$ cat src/rau_pkg.sv
// shared types and constants for the rational arithmetic unit
package rau_pkg;

    localparam int unsigned CMD_W = 3;
    localparam int unsigned FLD_W = 16;
    localparam int unsigned IN_TDATA_W = 72;
    localparam int unsigned OUT_TDATA_W = 72;
    localparam int unsigned NUM_W = 32;
    localparam int unsigned DEN_W = 31;
    // wide enough for any sum of two 64-bit products
    localparam int unsigned XW = 66;

    typedef logic [CMD_W-1:0] t_cmd;

    localparam t_cmd CMD_ADD = 3'd0;
    localparam t_cmd CMD_SUB = 3'd1;
    localparam t_cmd CMD_MUL = 3'd2;
    localparam t_cmd CMD_DIV = 3'd3;
    localparam t_cmd CMD_LT  = 3'd4;
    localparam t_cmd CMD_GT  = 3'd5;

    localparam logic signed [XW-1:0] NUM_MAX = XW'(64'sd2147483647);
    localparam logic signed [XW-1:0] NUM_MIN = -XW'(64'sd2147483648);
    localparam logic [XW-1:0] DEN_MAX = XW'(64'd2147483647);

endpackage

$ cat src/rau_gcd.sv
// iterative binary gcd, one shift or subtract step per cycle
module rau_gcd #(
    parameter int unsigned GW = 32
) (
    input  logic          i_clk,
    input  logic          i_rst_n,
    input  logic          i_go,
    input  logic [GW-1:0] i_x,
    input  logic [GW-1:0] i_y,
    output logic          o_done,
    output logic [GW-1:0] o_gcd
);
    localparam int unsigned KW = $clog2(GW + 1);

    logic          r_busy;
    logic          r_done;
    logic [GW-1:0] r_x;
    logic [GW-1:0] r_y;
    logic [KW-1:0] r_k;
    logic [GW-1:0] r_res;

    always_ff @(posedge i_clk) begin
        if (!i_rst_n) begin
            r_busy <= 1'b0;
            r_done <= 1'b0;
        end else begin
            r_done <= 1'b0;
            if (i_go) begin
                r_busy <= 1'b1;
                r_x    <= i_x;
                r_y    <= i_y;
                r_k    <= '0;
            end else if (r_busy) begin
                if (r_x == '0) begin
                    r_res  <= r_y << r_k;
                    r_busy <= 1'b0;
                    r_done <= 1'b1;
                end else if (r_y == '0) begin
                    r_res  <= r_x << r_k;
                    r_busy <= 1'b0;
                    r_done <= 1'b1;
                end else if (!r_x[0] && !r_y[0]) begin
                    r_x <= r_x >> 1;
                    r_y <= r_y >> 1;
                    r_k <= r_k + 1'b1;
                end else if (!r_x[0]) begin
                    r_x <= r_x >> 1;
                end else if (!r_y[0]) begin
                    r_y <= r_y >> 1;
                end else if (r_x >= r_y) begin
                    r_x <= r_x - r_y;
                end else begin
                    r_y <= r_y - r_x;
                end
            end
        end
    end

    assign o_done = r_done;
    assign o_gcd  = r_res;

endmodule

$ cat src/rau_div.sv
// restoring divider, one quotient bit per cycle
module rau_div #(
    parameter int unsigned DW = 32
) (
    input  logic          i_clk,
    input  logic          i_rst_n,
    input  logic          i_go,
    input  logic [DW-1:0] i_dividend,
    input  logic [DW-1:0] i_divisor,
    output logic          o_done,
    output logic [DW-1:0] o_quot
);
    localparam int unsigned CW = $clog2(DW + 1);

    logic          r_busy;
    logic          r_done;
    logic [DW:0]   r_rem;
    logic [DW-1:0] r_quo;
    logic [DW-1:0] r_dvs;
    logic [CW-1:0] r_cnt;
    logic [DW:0]   w_shift;
    logic [DW:0]   w_diff;

    assign w_shift = {r_rem[DW-1:0], r_quo[DW-1]};
    assign w_diff  = w_shift - {1'b0, r_dvs};

    always_ff @(posedge i_clk) begin
        if (!i_rst_n) begin
            r_busy <= 1'b0;
            r_done <= 1'b0;
        end else begin
            r_done <= 1'b0;
            if (i_go) begin
                r_busy <= 1'b1;
                r_rem  <= '0;
                r_quo  <= i_dividend;
                r_dvs  <= i_divisor;
                r_cnt  <= CW'(DW);
            end else if (r_busy) begin
                if (!w_diff[DW]) begin
                    r_rem <= w_diff;
                    r_quo <= {r_quo[DW-2:0], 1'b1};
                end else begin
                    r_rem <= w_shift;
                    r_quo <= {r_quo[DW-2:0], 1'b0};
                end
                r_cnt <= r_cnt - 1'b1;
                if (r_cnt == CW'(1)) begin
                    r_busy <= 1'b0;
                    r_done <= 1'b1;
                end
            end
        end
    end

    assign o_done = r_done;
    assign o_quot = r_quo;

endmodule

$ cat src/rational_arithmetic_unit.sv
// rational arithmetic unit: sequencer, shared multiplier, gcd and divider
//
//  channel   | direction | tdata fields (low bit up)
//  s_axis    | in        | cmd[2:0] a_num[18:3] a_den[34:19] b_num[50:35] b_den[66:51]
//  m_axis    | out       | res_num[31:0] res_den[62:32] cmp_true[63] zero_den_error[64]
//
// one transfer in at a time; o_s_axis_tready is high only while the sequencer is idle
// add/sub: gcd of the two denominators, two divides, then three multiplies
// mul/div: two multiplies, then a gcd over 2W bits and two divides
// compares run two multiplies and finish; operand errors and unused codes go straight to the finish state
// the result waits in the output register while m_axis stalls; reset is synchronous, low
module rational_arithmetic_unit #(
    parameter int unsigned OPERAND_WIDTH = 16
) (
    input  logic                              i_clk,
    input  logic                              i_rst_n,
    input  logic                              i_s_axis_tvalid,
    output logic                              o_s_axis_tready,
    // cmd, a_num, a_den, b_num, b_den
    input  logic [rau_pkg::IN_TDATA_W-1:0]    i_s_axis_tdata,
    output logic                              o_m_axis_tvalid,
    input  logic                              i_m_axis_tready,
    // res_num, res_den, cmp_true, zero_den_error
    output logic [rau_pkg::OUT_TDATA_W-1:0]   o_m_axis_tdata
);
    localparam int unsigned W  = OPERAND_WIDTH;
    localparam int unsigned PW = 2 * W;
    localparam int unsigned XW = rau_pkg::XW;

    localparam logic [2:0] ST_IDLE = 3'd0;
    localparam logic [2:0] ST_GCD  = 3'd1;
    localparam logic [2:0] ST_DIV  = 3'd2;
    localparam logic [2:0] ST_MUL  = 3'd3;
    localparam logic [2:0] ST_FIN  = 3'd4;

    logic [2:0]          r_state;
    rau_pkg::t_cmd       r_cmd;
    logic                r_phase;
    logic                r_dsel;
    logic [1:0]          r_msel;
    logic                r_spec;
    logic                r_err;
    logic                r_gcd_go;
    logic                r_div_go;
    logic                r_sa, r_sb;
    logic [W-1:0]        r_ma, r_mb, r_da, r_db;
    logic [PW-1:0]       r_g, r_q1, r_q2, r_p1, r_p2, r_p3;
    logic                r_ovalid;
    logic [31:0]         r_onum;
    logic [30:0]         r_oden;
    logic                r_ocmp;
    logic                r_oerr;

    rau_pkg::t_cmd       w_cmd;
    logic [W-1:0]        w_an, w_ad, w_bn, w_bd;
    logic                w_accept;
    logic                w_addsub;
    logic                w_gcd_done, w_div_done;
    logic [PW-1:0]       w_gcd, w_quot;
    logic [PW-1:0]       w_gx, w_gy, w_dvd;
    logic [W-1:0]        w_ma, w_mb;
    logic [PW-1:0]       w_prod;
    logic                w_last_mul;
    logic signed [XW-1:0] w_v1, w_v2, w_sum, w_nval, w_nsat;
    logic [XW-1:0]       w_dval;
    logic [30:0]         w_dsat;
    logic                w_lt, w_gt;

    assign w_cmd = i_s_axis_tdata[2:0];
    assign w_an  = W'(i_s_axis_tdata[18:3]);
    assign w_ad  = W'(i_s_axis_tdata[34:19]);
    assign w_bn  = W'(i_s_axis_tdata[50:35]);
    assign w_bd  = W'(i_s_axis_tdata[66:51]);

    assign o_s_axis_tready = (r_state == ST_IDLE);
    assign w_accept = i_s_axis_tvalid && o_s_axis_tready;
    assign w_addsub = (r_cmd == rau_pkg::CMD_ADD) || (r_cmd == rau_pkg::CMD_SUB);

    // gcd and divider operand selection
    assign w_gx  = r_phase ? r_p1 : PW'(r_da);
    assign w_gy  = r_phase ? r_p2 : PW'(r_db);
    assign w_dvd = r_phase ? (r_dsel ? r_p2 : r_p1) : (r_dsel ? PW'(r_da) : PW'(r_db));

    rau_gcd #(.GW(PW)) u_gcd (
        .i_clk   (i_clk),
        .i_rst_n (i_rst_n),
        .i_go    (r_gcd_go),
        .i_x     (w_gx),
        .i_y     (w_gy),
        .o_done  (w_gcd_done),
        .o_gcd   (w_gcd)
    );

    rau_div #(.DW(PW)) u_div (
        .i_clk      (i_clk),
        .i_rst_n    (i_rst_n),
        .i_go       (r_div_go),
        .i_dividend (w_dvd),
        .i_divisor  (r_g),
        .o_done     (w_div_done),
        .o_quot     (w_quot)
    );

    // shared multiplier operand selection
    always_comb begin
        w_ma = r_ma;
        w_mb = r_mb;
        case (r_cmd)
            rau_pkg::CMD_ADD, rau_pkg::CMD_SUB: begin
                case (r_msel)
                    2'd0:    begin w_ma = r_ma;          w_mb = r_q1[W-1:0]; end
                    2'd1:    begin w_ma = r_mb;          w_mb = r_q2[W-1:0]; end
                    default: begin w_ma = r_q2[W-1:0];   w_mb = r_db;        end
                endcase
            end
            rau_pkg::CMD_MUL: begin
                if (r_msel == 2'd0) begin
                    w_ma = r_ma; w_mb = r_mb;
                end else begin
                    w_ma = r_da; w_mb = r_db;
                end
            end
            rau_pkg::CMD_DIV: begin
                if (r_msel == 2'd0) begin
                    w_ma = r_ma; w_mb = r_db;
                end else begin
                    w_ma = r_da; w_mb = r_mb;
                end
            end
            default: begin
                if (r_msel == 2'd0) begin
                    w_ma = r_ma; w_mb = r_db;
                end else begin
                    w_ma = r_mb; w_mb = r_da;
                end
            end
        endcase
    end

    assign w_prod = PW'(w_ma) * PW'(w_mb);
    assign w_last_mul = w_addsub ? (r_msel == 2'd2) : (r_msel == 2'd1);

    // final combine, compare and saturation
    always_comb begin
        w_v1 = $signed(XW'(r_p1));
        w_v2 = $signed(XW'(r_p2));
        if (r_sa) w_v1 = -w_v1;
        if (r_sb) w_v2 = -w_v2;
        w_sum = (r_cmd == rau_pkg::CMD_SUB) ? (w_v1 - w_v2) : (w_v1 + w_v2);
        w_lt  = (w_v1 < w_v2);
        w_gt  = (w_v1 > w_v2);
        if (w_addsub) begin
            w_nval = w_sum;
            w_dval = XW'(r_p3);
        end else begin
            w_nval = $signed(XW'(r_q1));
            if (r_sa ^ r_sb) w_nval = -w_nval;
            w_dval = XW'(r_q2);
        end
        if (w_nval > rau_pkg::NUM_MAX)      w_nsat = rau_pkg::NUM_MAX;
        else if (w_nval < rau_pkg::NUM_MIN) w_nsat = rau_pkg::NUM_MIN;
        else                                w_nsat = w_nval;
        w_dsat = (w_dval > rau_pkg::DEN_MAX) ? 31'h7FFF_FFFF : w_dval[30:0];
    end

    always_ff @(posedge i_clk) begin
        if (!i_rst_n) begin
            r_state  <= ST_IDLE;
            r_gcd_go <= 1'b0;
            r_div_go <= 1'b0;
            r_ovalid <= 1'b0;
        end else begin
            r_gcd_go <= 1'b0;
            r_div_go <= 1'b0;
            // in ST_FIN the output register update below owns r_ovalid
            if (r_ovalid && i_m_axis_tready && r_state != ST_FIN) begin
                r_ovalid <= 1'b0;
            end
            case (r_state)
                ST_IDLE: begin
                    if (w_accept) begin
                        r_cmd   <= w_cmd;
                        r_sa    <= w_an[W-1] ^ w_ad[W-1];
                        r_sb    <= w_bn[W-1] ^ w_bd[W-1];
                        r_ma    <= w_an[W-1] ? W'(-w_an) : w_an;
                        r_mb    <= w_bn[W-1] ? W'(-w_bn) : w_bn;
                        r_da    <= w_ad[W-1] ? W'(-w_ad) : w_ad;
                        r_db    <= w_bd[W-1] ? W'(-w_bd) : w_bd;
                        r_msel  <= 2'd0;
                        r_dsel  <= 1'b0;
                        r_phase <= 1'b0;
                        r_spec  <= 1'b0;
                        r_err   <= 1'b0;
                        if (w_cmd > rau_pkg::CMD_GT) begin
                            r_spec  <= 1'b1;
                            r_state <= ST_FIN;
                        end else if (w_ad == '0 || w_bd == '0 ||
                                     (w_cmd == rau_pkg::CMD_DIV && w_bn == '0)) begin
                            r_spec  <= 1'b1;
                            r_err   <= 1'b1;
                            r_state <= ST_FIN;
                        end else if (w_cmd == rau_pkg::CMD_ADD || w_cmd == rau_pkg::CMD_SUB) begin
                            r_gcd_go <= 1'b1;
                            r_state  <= ST_GCD;
                        end else begin
                            r_phase <= 1'b1;
                            r_state <= ST_MUL;
                        end
                    end
                end
                ST_GCD: begin
                    if (w_gcd_done) begin
                        r_g      <= w_gcd;
                        r_dsel   <= 1'b0;
                        r_div_go <= 1'b1;
                        r_state  <= ST_DIV;
                    end
                end
                ST_DIV: begin
                    if (w_div_done) begin
                        if (!r_dsel) begin
                            r_q1     <= w_quot;
                            r_dsel   <= 1'b1;
                            r_div_go <= 1'b1;
                        end else begin
                            r_q2    <= w_quot;
                            r_msel  <= 2'd0;
                            r_state <= r_phase ? ST_FIN : ST_MUL;
                        end
                    end
                end
                ST_MUL: begin
                    case (r_msel)
                        2'd0:    r_p1 <= w_prod;
                        2'd1:    r_p2 <= w_prod;
                        default: r_p3 <= w_prod;
                    endcase
                    r_msel <= r_msel + 2'd1;
                    if (w_last_mul) begin
                        if (w_addsub || r_cmd == rau_pkg::CMD_LT || r_cmd == rau_pkg::CMD_GT) begin
                            r_state <= ST_FIN;
                        end else begin
                            r_gcd_go <= 1'b1;
                            r_state  <= ST_GCD;
                        end
                    end
                end
                ST_FIN: begin
                    if (!r_ovalid || i_m_axis_tready) begin
                        r_ovalid <= 1'b1;
                        r_oerr   <= r_err;
                        if (r_spec || r_cmd == rau_pkg::CMD_LT || r_cmd == rau_pkg::CMD_GT) begin
                            r_onum <= '0;
                            r_oden <= 31'd1;
                            r_ocmp <= !r_spec && ((r_cmd == rau_pkg::CMD_LT) ? w_lt : w_gt);
                        end else begin
                            r_onum <= w_nsat[31:0];
                            r_oden <= w_dsat;
                            r_ocmp <= 1'b0;
                        end
                        r_state <= ST_IDLE;
                    end
                end
                default: r_state <= ST_IDLE;
            endcase
        end
    end

    assign o_m_axis_tvalid = r_ovalid;
    assign o_m_axis_tdata  = {7'd0, r_oerr, r_ocmp, r_oden, r_onum};

endmodule

$ cat config.mk
export PLATFORM = sky130hd
export DESIGN_NAME = rational_arithmetic_unit
export DESIGN_NICKNAME = d
export VERILOG_FILES = /design/src/rau_pkg.sv /design/src/rau_gcd.sv /design/src/rau_div.sv /design/src/rational_arithmetic_unit.sv
export SDC_FILE = /design/constraint.sdc
export NUM_CORES = 2
export LEC_CHECK = 0
export ABC_AREA = 1
export BUFFER_PORTS_ARGS = -buffer_cell sky130_fd_sc_hd__buf_2
export CAP_MARGIN = 20
export CORE_MARGIN = 2
export CORE_UTILIZATION = 50
export CTS_BUF_LIST = sky130_fd_sc_hd__clkbuf_4
export DETAILED_ROUTE_END_ITERATION = 12
export HOLD_SLACK_MARGIN = 0.08
export PLACE_DENSITY = 0.66
export SYNTH_ARGS = -nofsm -noshare
export SYNTH_HDL_FRONTEND = slang
export SYNTH_SLANG_ARGS = --single-unit
$ cat constraint.sdc
create_clock -name i_clk -period 18 [get_ports i_clk]
set_input_delay 0.9 -clock i_clk [delete_from_list [all_inputs] [get_ports i_clk]]
set_output_delay 0.9 -clock i_clk [all_outputs]
set_load 0.005 [all_outputs]
# --- Word level (Yosys, flattened, before mapping) ---
# Cells that the tools add are included.
word_totals:
  regBits: 546
  latch_bits: 0
  ramBits: 0
  mem_bits_ro: 0
  in_bits: 76
  out_inout_bits: 74
  n_memories: 0
op_classes:
  addsub: 15
  n_mul: 1
  div_mod_pow: 0
  order_cmp: 7
  n_eq_ne: 26
  shifts: 2
  muxes: 103
  bitwise_logic: 9
  reduce_logical: 62
op_table:
  columns: ["operator", "count"]
  rows:
  - ["32-bit 2-to-1 mux", 28]
  - ["66-bit 2-to-1 mux", 5]
  - ["32-bit negation with 66-bit output", 3]
  - ["16-bit 2-to-1 mux", 6]
  - ["16-bit one-hot mux with 2 select lines", 3]
  - ["66-bit adder", 1]
  - ["66-bit by 31-bit greater-than comparator with 1-bit output (second input constant)", 1]
  - ["66-bit by 32-bit greater-than comparator with 1-bit output (second input constant)", 1]
  - ["66-bit greater-than comparator", 1]
  - ["66-bit by 32-bit less-than comparator with 1-bit output (second input constant)", 1]
  - ["66-bit less-than comparator", 1]
  - ["66-bit subtractor", 1]
  - ["32-bit logical NOT", 2]
  - ["16-bit negation", 4]
  - ["32-bit by 6-bit left shift with 32-bit output", 2]
  - ["32-bit subtractor", 2]
  - ["31-bit 2-to-1 mux", 2]
  - ["15-bit 2-to-1 mux", 4]
  - ["16-bit logical NOT", 3]
  - ["16-bit one-hot mux with 3 select lines", 1]
  - ["33-bit by 32-bit subtractor with 33-bit output", 1]
  - ["32-bit greater-or-equal comparator", 1]
  - ["16-bit by 16-bit multiplier with 32-bit output", 1]
  - ["1-bit 2-to-1 mux", 30]
  - ["37 further kinds", 120]

# --- Logic depth before layout (Yosys ltp) ---
logic_depth:
  depth_word: 9
  mapped_depth: 45
  ltp_nobuf: 44

# --- Hierarchy ---
# Synthesis repeated with hierarchy kept, for this count alone.
hier_totals:
  hier_cells: 8164
  hier_area_um2: 56481.7
modules_own_cells:
  columns: ["module", "n_inst", "cells_per_inst", "area_each_um2"]
  rows:
  - ["rational_arithmetic_unit", 1, 5645, 39029.9]
  - ["rau_gcd", 1, 1562, 10476.3]
  - ["rau_div", 1, 957, 6975.4]

# --- Worst setup path after synthesis ---
# No wires, ideal clock.
synth_path:
  path_type: "reg-to-reg"
  start: "register r_msel[0]"
  end: "register r_p1[26] (data pin)"
  arrival_ns: 7.083
  required_time_ns: 17.733
  path_slack_ns: 10.650
  stages_incl_launch_ff: 34
  path_buffers: 2
  cell_sequence: "edfxtp_1 inv_1 ha_1 clkbuf_1 clkbuf_1 nor2_1 nor2_1 a21oi_1 o21ai_1 clkinv_1 nor2_1 fa_1 inv_1 fa_1 inv_1 ha_1 inv_1 fa_1 inv_1 fa_1 inv_1 fa_1 inv_1 ha_1 nand2_1 o21ai_0 a21boi_0 o21ai_0 a21oi_1 o21ai_0 a21oi_1 o21bai_1 a21oi_1 xnor2_1"
synth_via:
  elab_chain_cells: 4
  word_cells_on_any_way: 12
synth_lines:
  columns: ["element", "line", "source"]
  rows:
  - ["start, declared", "rational_arithmetic_unit.sv:40", "logic [1:0] r_msel;"]
  - ["start signal, assigned", "rational_arithmetic_unit.sv:238", "r_msel <= r_msel + 2'd1;"]
  - ["2-bit by 1-bit equality test with 1-bit output or 2-bit logical NOT (tied branches)", "rational_arithmetic_unit.sv:110, rational_arithmetic_unit.sv:117, rational_arithmetic_unit.sv:124", null]
  - ["16-bit one-hot mux with 2 select lines, or another cell as far along", "rational_arithmetic_unit.sv:110", "case (r_msel)"]
  - ["16-bit one-hot mux with 3 select lines or 16-bit one-hot mux with 2 select lines (tied branches)", "rational_arithmetic_unit.sv:108", "case (r_cmd)"]
  - ["16-bit by 16-bit multiplier with 32-bit output *", "rational_arithmetic_unit.sv:140", "assign w_prod = PW'(w_ma) * PW'(w_mb);"]
  - ["net w_prod[26]", "rational_arithmetic_unit.sv:62", "logic [PW-1:0] w_prod;"]
  - ["end signal, assigned", "rational_arithmetic_unit.sv:234", "2'd0: r_p1 <= w_prod;"]
  - ["end, declared", "rational_arithmetic_unit.sv:47", "logic [PW-1:0] r_g, r_q1, r_q2, r_p1, r_p2, r_p3;"]
# The timed path passes the listed nets; every way through them passes the cells marked *.
# A chain may end at the register's enable or synchronous reset.

# --- Worst setup path in the final report ---
# Same ends and word-level chain as after synthesis.

==> run summary <==
CLOCKING
----------------------------------------------------------------------------------
Count of cells resized by post-cts repair ...........................            0
H-tree depth ........................................................            4
Reg clk slew, reported paths ........................................        60 ps
Clk sinks ...........................................................          546
Clock tree root buffer cell ......................................... sky130_fd_sc_hd__clkbuf_4
CTS tree ............................................................          yes
Clock Latency Late Sink .............................................      1070 ps
CTS Buf Count .......................................................          146
Post-CTS setup repair buffer count ..................................            0
Number of buffers between clock root and the deepest sink ...........            3

DETAILED ROUTING
----------------------------------------------------------------------------------
DRC .................................................................            0
Residual antenna-violating net count after detailed routing .........            0
1st-iter DRT viols ..................................................         5729
Routed WL per cell ..................................................      22.4 µm
Post-detailed-routing wire length ...................................    206000 µm
Via Count ...........................................................        52842
Detail-routed via count per cell ....................................         5.77
Number of detailed-route iterations in the first pass ...............            8

SYNTH
----------------------------------------------------------------------------------
Synth Area per Inst .................................................     7.17 µm²
Number of warning messages in the yosys log .........................            0
Library cell with the largest summed area after synthesis ........... sky130_fd_sc_hd__edfxtp_1
Synth unique cells ..................................................           66
Portion of the post-synthesis area used by sequential elements ......        0.300
Synth Cell Area .....................................................   0.0542 mm²
Post-synth top flop ................................................. sky130_fd_sc_hd__edfxtp_1
Number of enable flip-flop cells after synthesis ....................          536
Async S/R FF share, synth ...........................................            0
Post-synth top area share ...........................................        0.297
Number of cells produced by synthesis ...............................         7564
Dominant cells by area after synthesis .............................. sky130_fd_sc_hd__edfxtp_1 (30%), sky130_fd_sc_hd__nand2_1 (12%), sky130_fd_sc_hd__inv_1 (8.8%)
Synthesized flop and latch total ....................................          546

DIE
----------------------------------------------------------------------------------
Starting utilization of the core area ...............................        0.505
Overall die height ..................................................       333 µm
Total Die Area ......................................................    0.111 mm²
Site Rows ...........................................................          120
Chip Width ..........................................................       333 µm
Total I/O pin count .................................................          150
Placeable core region ...............................................    0.107 mm²

TIMING
----------------------------------------------------------------------------------
Clock period minus worst slack ......................................     10190 ps
Fmax ................................................................     98.1 MHz
Final hold violation count ..........................................            0
RSZ-0062 raised after global routing ................................        false
Rel. slew slack .....................................................        0.198
Worst slew pin tran .................................................      1190 ps
Layout Skew .........................................................      75.9 ps
Final setup violation count .........................................            0
Accumulated negative setup slack ....................................         0 ps
Pins over their slew limit ..........................................            0
Share of the cycle needed by the critical path after routing ........        0.566

SETUP PATH
----------------------------------------------------------------------------------
Max stage delay on crit path ........................................       820 ps
Cells on worst reg2reg path .........................................           28
Kind of critical path ...............................................   reg -> reg
Setup crit end kind .................................................     register
Nature of the critical path startpoint ..............................     register
Data arrival time of the critical path ..............................     10980 ps
Most used cell along the critical path .............................. sky130_fd_sc_hd__fa_1
Largest fanout on the critical path .................................           39
Slowest-stage cell, CP .............................................. sky130_fd_sc_hd__inv_1
Required time worst endpoint ........................................     18790 ps

FINISH
----------------------------------------------------------------------------------
Final net count .....................................................         8274
Leading cell types in the layout, fill and taps excluded ............ sky130_fd_sc_hd__nand2_1 (1801), sky130_fd_sc_hd__inv_1 (1264), sky130_fd_sc_hd__nor2_1 (821)
Leading cell type in the layout, fill and taps excluded ............. sky130_fd_sc_hd__nand2_1
Register cell area after layout .....................................   0.0163 mm²
Count of fill cells added during filler insertion ...................        10569
Fraction of layout cells with a size suffix above 1 .................       0.0722
Area of combinational cells with multiple inputs ....................   0.0321 mm²
Signed area change from the synthesized netlist to the final layout .        7.25%

GRT
----------------------------------------------------------------------------------
Total grt overflow ..................................................            0
Global-route wire length before repair ..............................    306000 µm
Antenna violations before repair ....................................            9
Number of global-route vias before repair ...........................        50533
Maximum number of pins on one net before global-route repair ........           73
Total global routing track utilization ..............................        0.365

PLACEMENT
----------------------------------------------------------------------------------
Detailed placer's ending HPWL .......................................    164000 µm
Number of port buffers ..............................................          137
Placer's final routability congestion estimate ......................         1.07

MIN PATH
----------------------------------------------------------------------------------
Number of cells traversed by the worst hold path ....................            2
HP Class ............................................................    in -> reg

STATUS
----------------------------------------------------------------------------------
Run status .......................................................... finished clean

RUN
----------------------------------------------------------------------------------
Maximum Capacitance Violations ......................................            0

==> cell families (layout without fill, tap and decap cells) <==
family | after synthesis | count (layout) | share of synthesized area
and+or+nand+nor | 3267 | 3267 | 0.247
buffers and inverters | 1561 | 1746 | 0.111
AOI/OAI and AO/OA | 1383 | 1383 | 0.146
DFF | 546 | 546 | 0.300
adders and majority gates | 543 | 543 | 0.153
xor gates and xnor gates | 254 | 254 | 0.0410
muxes | 9 | 9 | 0.00166
other | 1 | 13 | 0.0000691
==> worst paths after layout <==
kind	endpoint	startpoint	slack, ps
worst max-delay path	r_p1[26]	r_msel[0]	7810
worst min-delay path	r_ma[8]	i_s_axis_tdata[11]	160
worst max register to register	r_p1[26]	r_msel[0]	7810
worst min register to register	u_div.r_dvs[15]	r_g[15]	390
==> metal layers <==
metal  share of wire  track usage  up-vias
met5         0.00018            0        -
met2            0.44        0.567     2719
met3           0.089       0.0719      643
met1            0.39        0.454    24657
li1                -            -    24817
met4           0.082        0.264        6
==> through the flow <==
| step | hold WS, ps | setup WS (ps) | instances | cell area, µm² | utilization |
|---|---|---|---|---|---|
| finish | 157 | 7810 | 9164 | 58200 | 0.542 |
| global route | 104 | 7230 | 9161 | 58200 | 0.542 |
| CTS | 80.4 | 7770 | 9156 | 58100 | 0.542 |
| detailed placement | 405 | 7840 | 8895 | 56100 | 0.523 |
| global placement | 403 | 7930 | 8895 | 56100 | 0.523 |
| floorplan | 400 | 10650 | 7570 | 54300 | - |
==> area by class of cell <==
type / instances / area share
Antenna cell: 6 / 0.000258
Clock buffer: 200 / 0.0258
Clock inverter: 48 / 0.00658
Inverter: 1289 / 0.0832
Multi-Input combinational cell: 5463 / 0.552
Sequential cell: 546 / 0.280
Tap cell: 1403 / 0.0302
Timing Repair Buffer: 209 / 0.0219
==> Yosys cell counts, types with 14 or more instances <==
cell type                     n
sky130_fd_sc_hd__a21oi_1    506
sky130_fd_sc_hd__a21oi_2     31
sky130_fd_sc_hd__a221oi_1    21
sky130_fd_sc_hd__a31oi_1     64
sky130_fd_sc_hd__a32o_1      20
sky130_fd_sc_hd__buf_1       25
sky130_fd_sc_hd__buf_2       18
sky130_fd_sc_hd__clkbuf_1   207
sky130_fd_sc_hd__clkinv_1    18
sky130_fd_sc_hd__edfxtp_1   536
sky130_fd_sc_hd__fa_1       199
sky130_fd_sc_hd__ha_1       344
sky130_fd_sc_hd__inv_1     1266
sky130_fd_sc_hd__nand2_1   1802
sky130_fd_sc_hd__nand3_1    320
sky130_fd_sc_hd__nand3b_1    14
sky130_fd_sc_hd__nand4_1     56
sky130_fd_sc_hd__nor2_1     829
sky130_fd_sc_hd__nor3_1     111
sky130_fd_sc_hd__nor4_1      41
sky130_fd_sc_hd__o211ai_1    60
sky130_fd_sc_hd__o21a_1      29
sky130_fd_sc_hd__o21ai_0    482
sky130_fd_sc_hd__o21ai_1     15
sky130_fd_sc_hd__o21bai_1    33
sky130_fd_sc_hd__o22ai_1     38
sky130_fd_sc_hd__o31ai_1     16
sky130_fd_sc_hd__or2_2       50
sky130_fd_sc_hd__xnor2_1     57
sky130_fd_sc_hd__xor2_1     197
==> registers in the layout, summed over array words and instances (netlist names), 3 cells and up <==
signal        count
r_ma             16
u_div.r_dvs      32
r_p3             32
r_q2             32
u_div.o_quot     32
r_oden           31
r_p1             32
u_gcd.o_gcd      32
u_gcd.r_k         6
r_p2             32
r_q1             32
r_g              32
u_div.r_rem      32
u_div.r_cnt       6
r_da             16
u_gcd.r_x        32
r_cmd             3
u_gcd.r_y        32
r_onum           32
r_db             16
r_mb             16
r_state           3
==> timing repair <==
| action | CTS | global route |
|---|---|---|
| endpoints found under the hold margin | 13 | 0 |
| hold buffers | 13 | 0 |
| endpoints found under the setup margin | 0 | 0 |
==> worst max-delay path: cells and delay by family, from the launching register on <==
family	cells	cell delay, ps
AO/OA/AOI/OAI	9	2250
adder cells (fa/ha/maj)	8	3350
XOR/XNOR	1	230
buffers and inverters	7	2450
AND/OR/NAND/NOR	3	1170
flip-flops	1	450
Power is not shown: default switching activity piles up to over one toggle a cycle in this logic, so the estimate is an artifact.
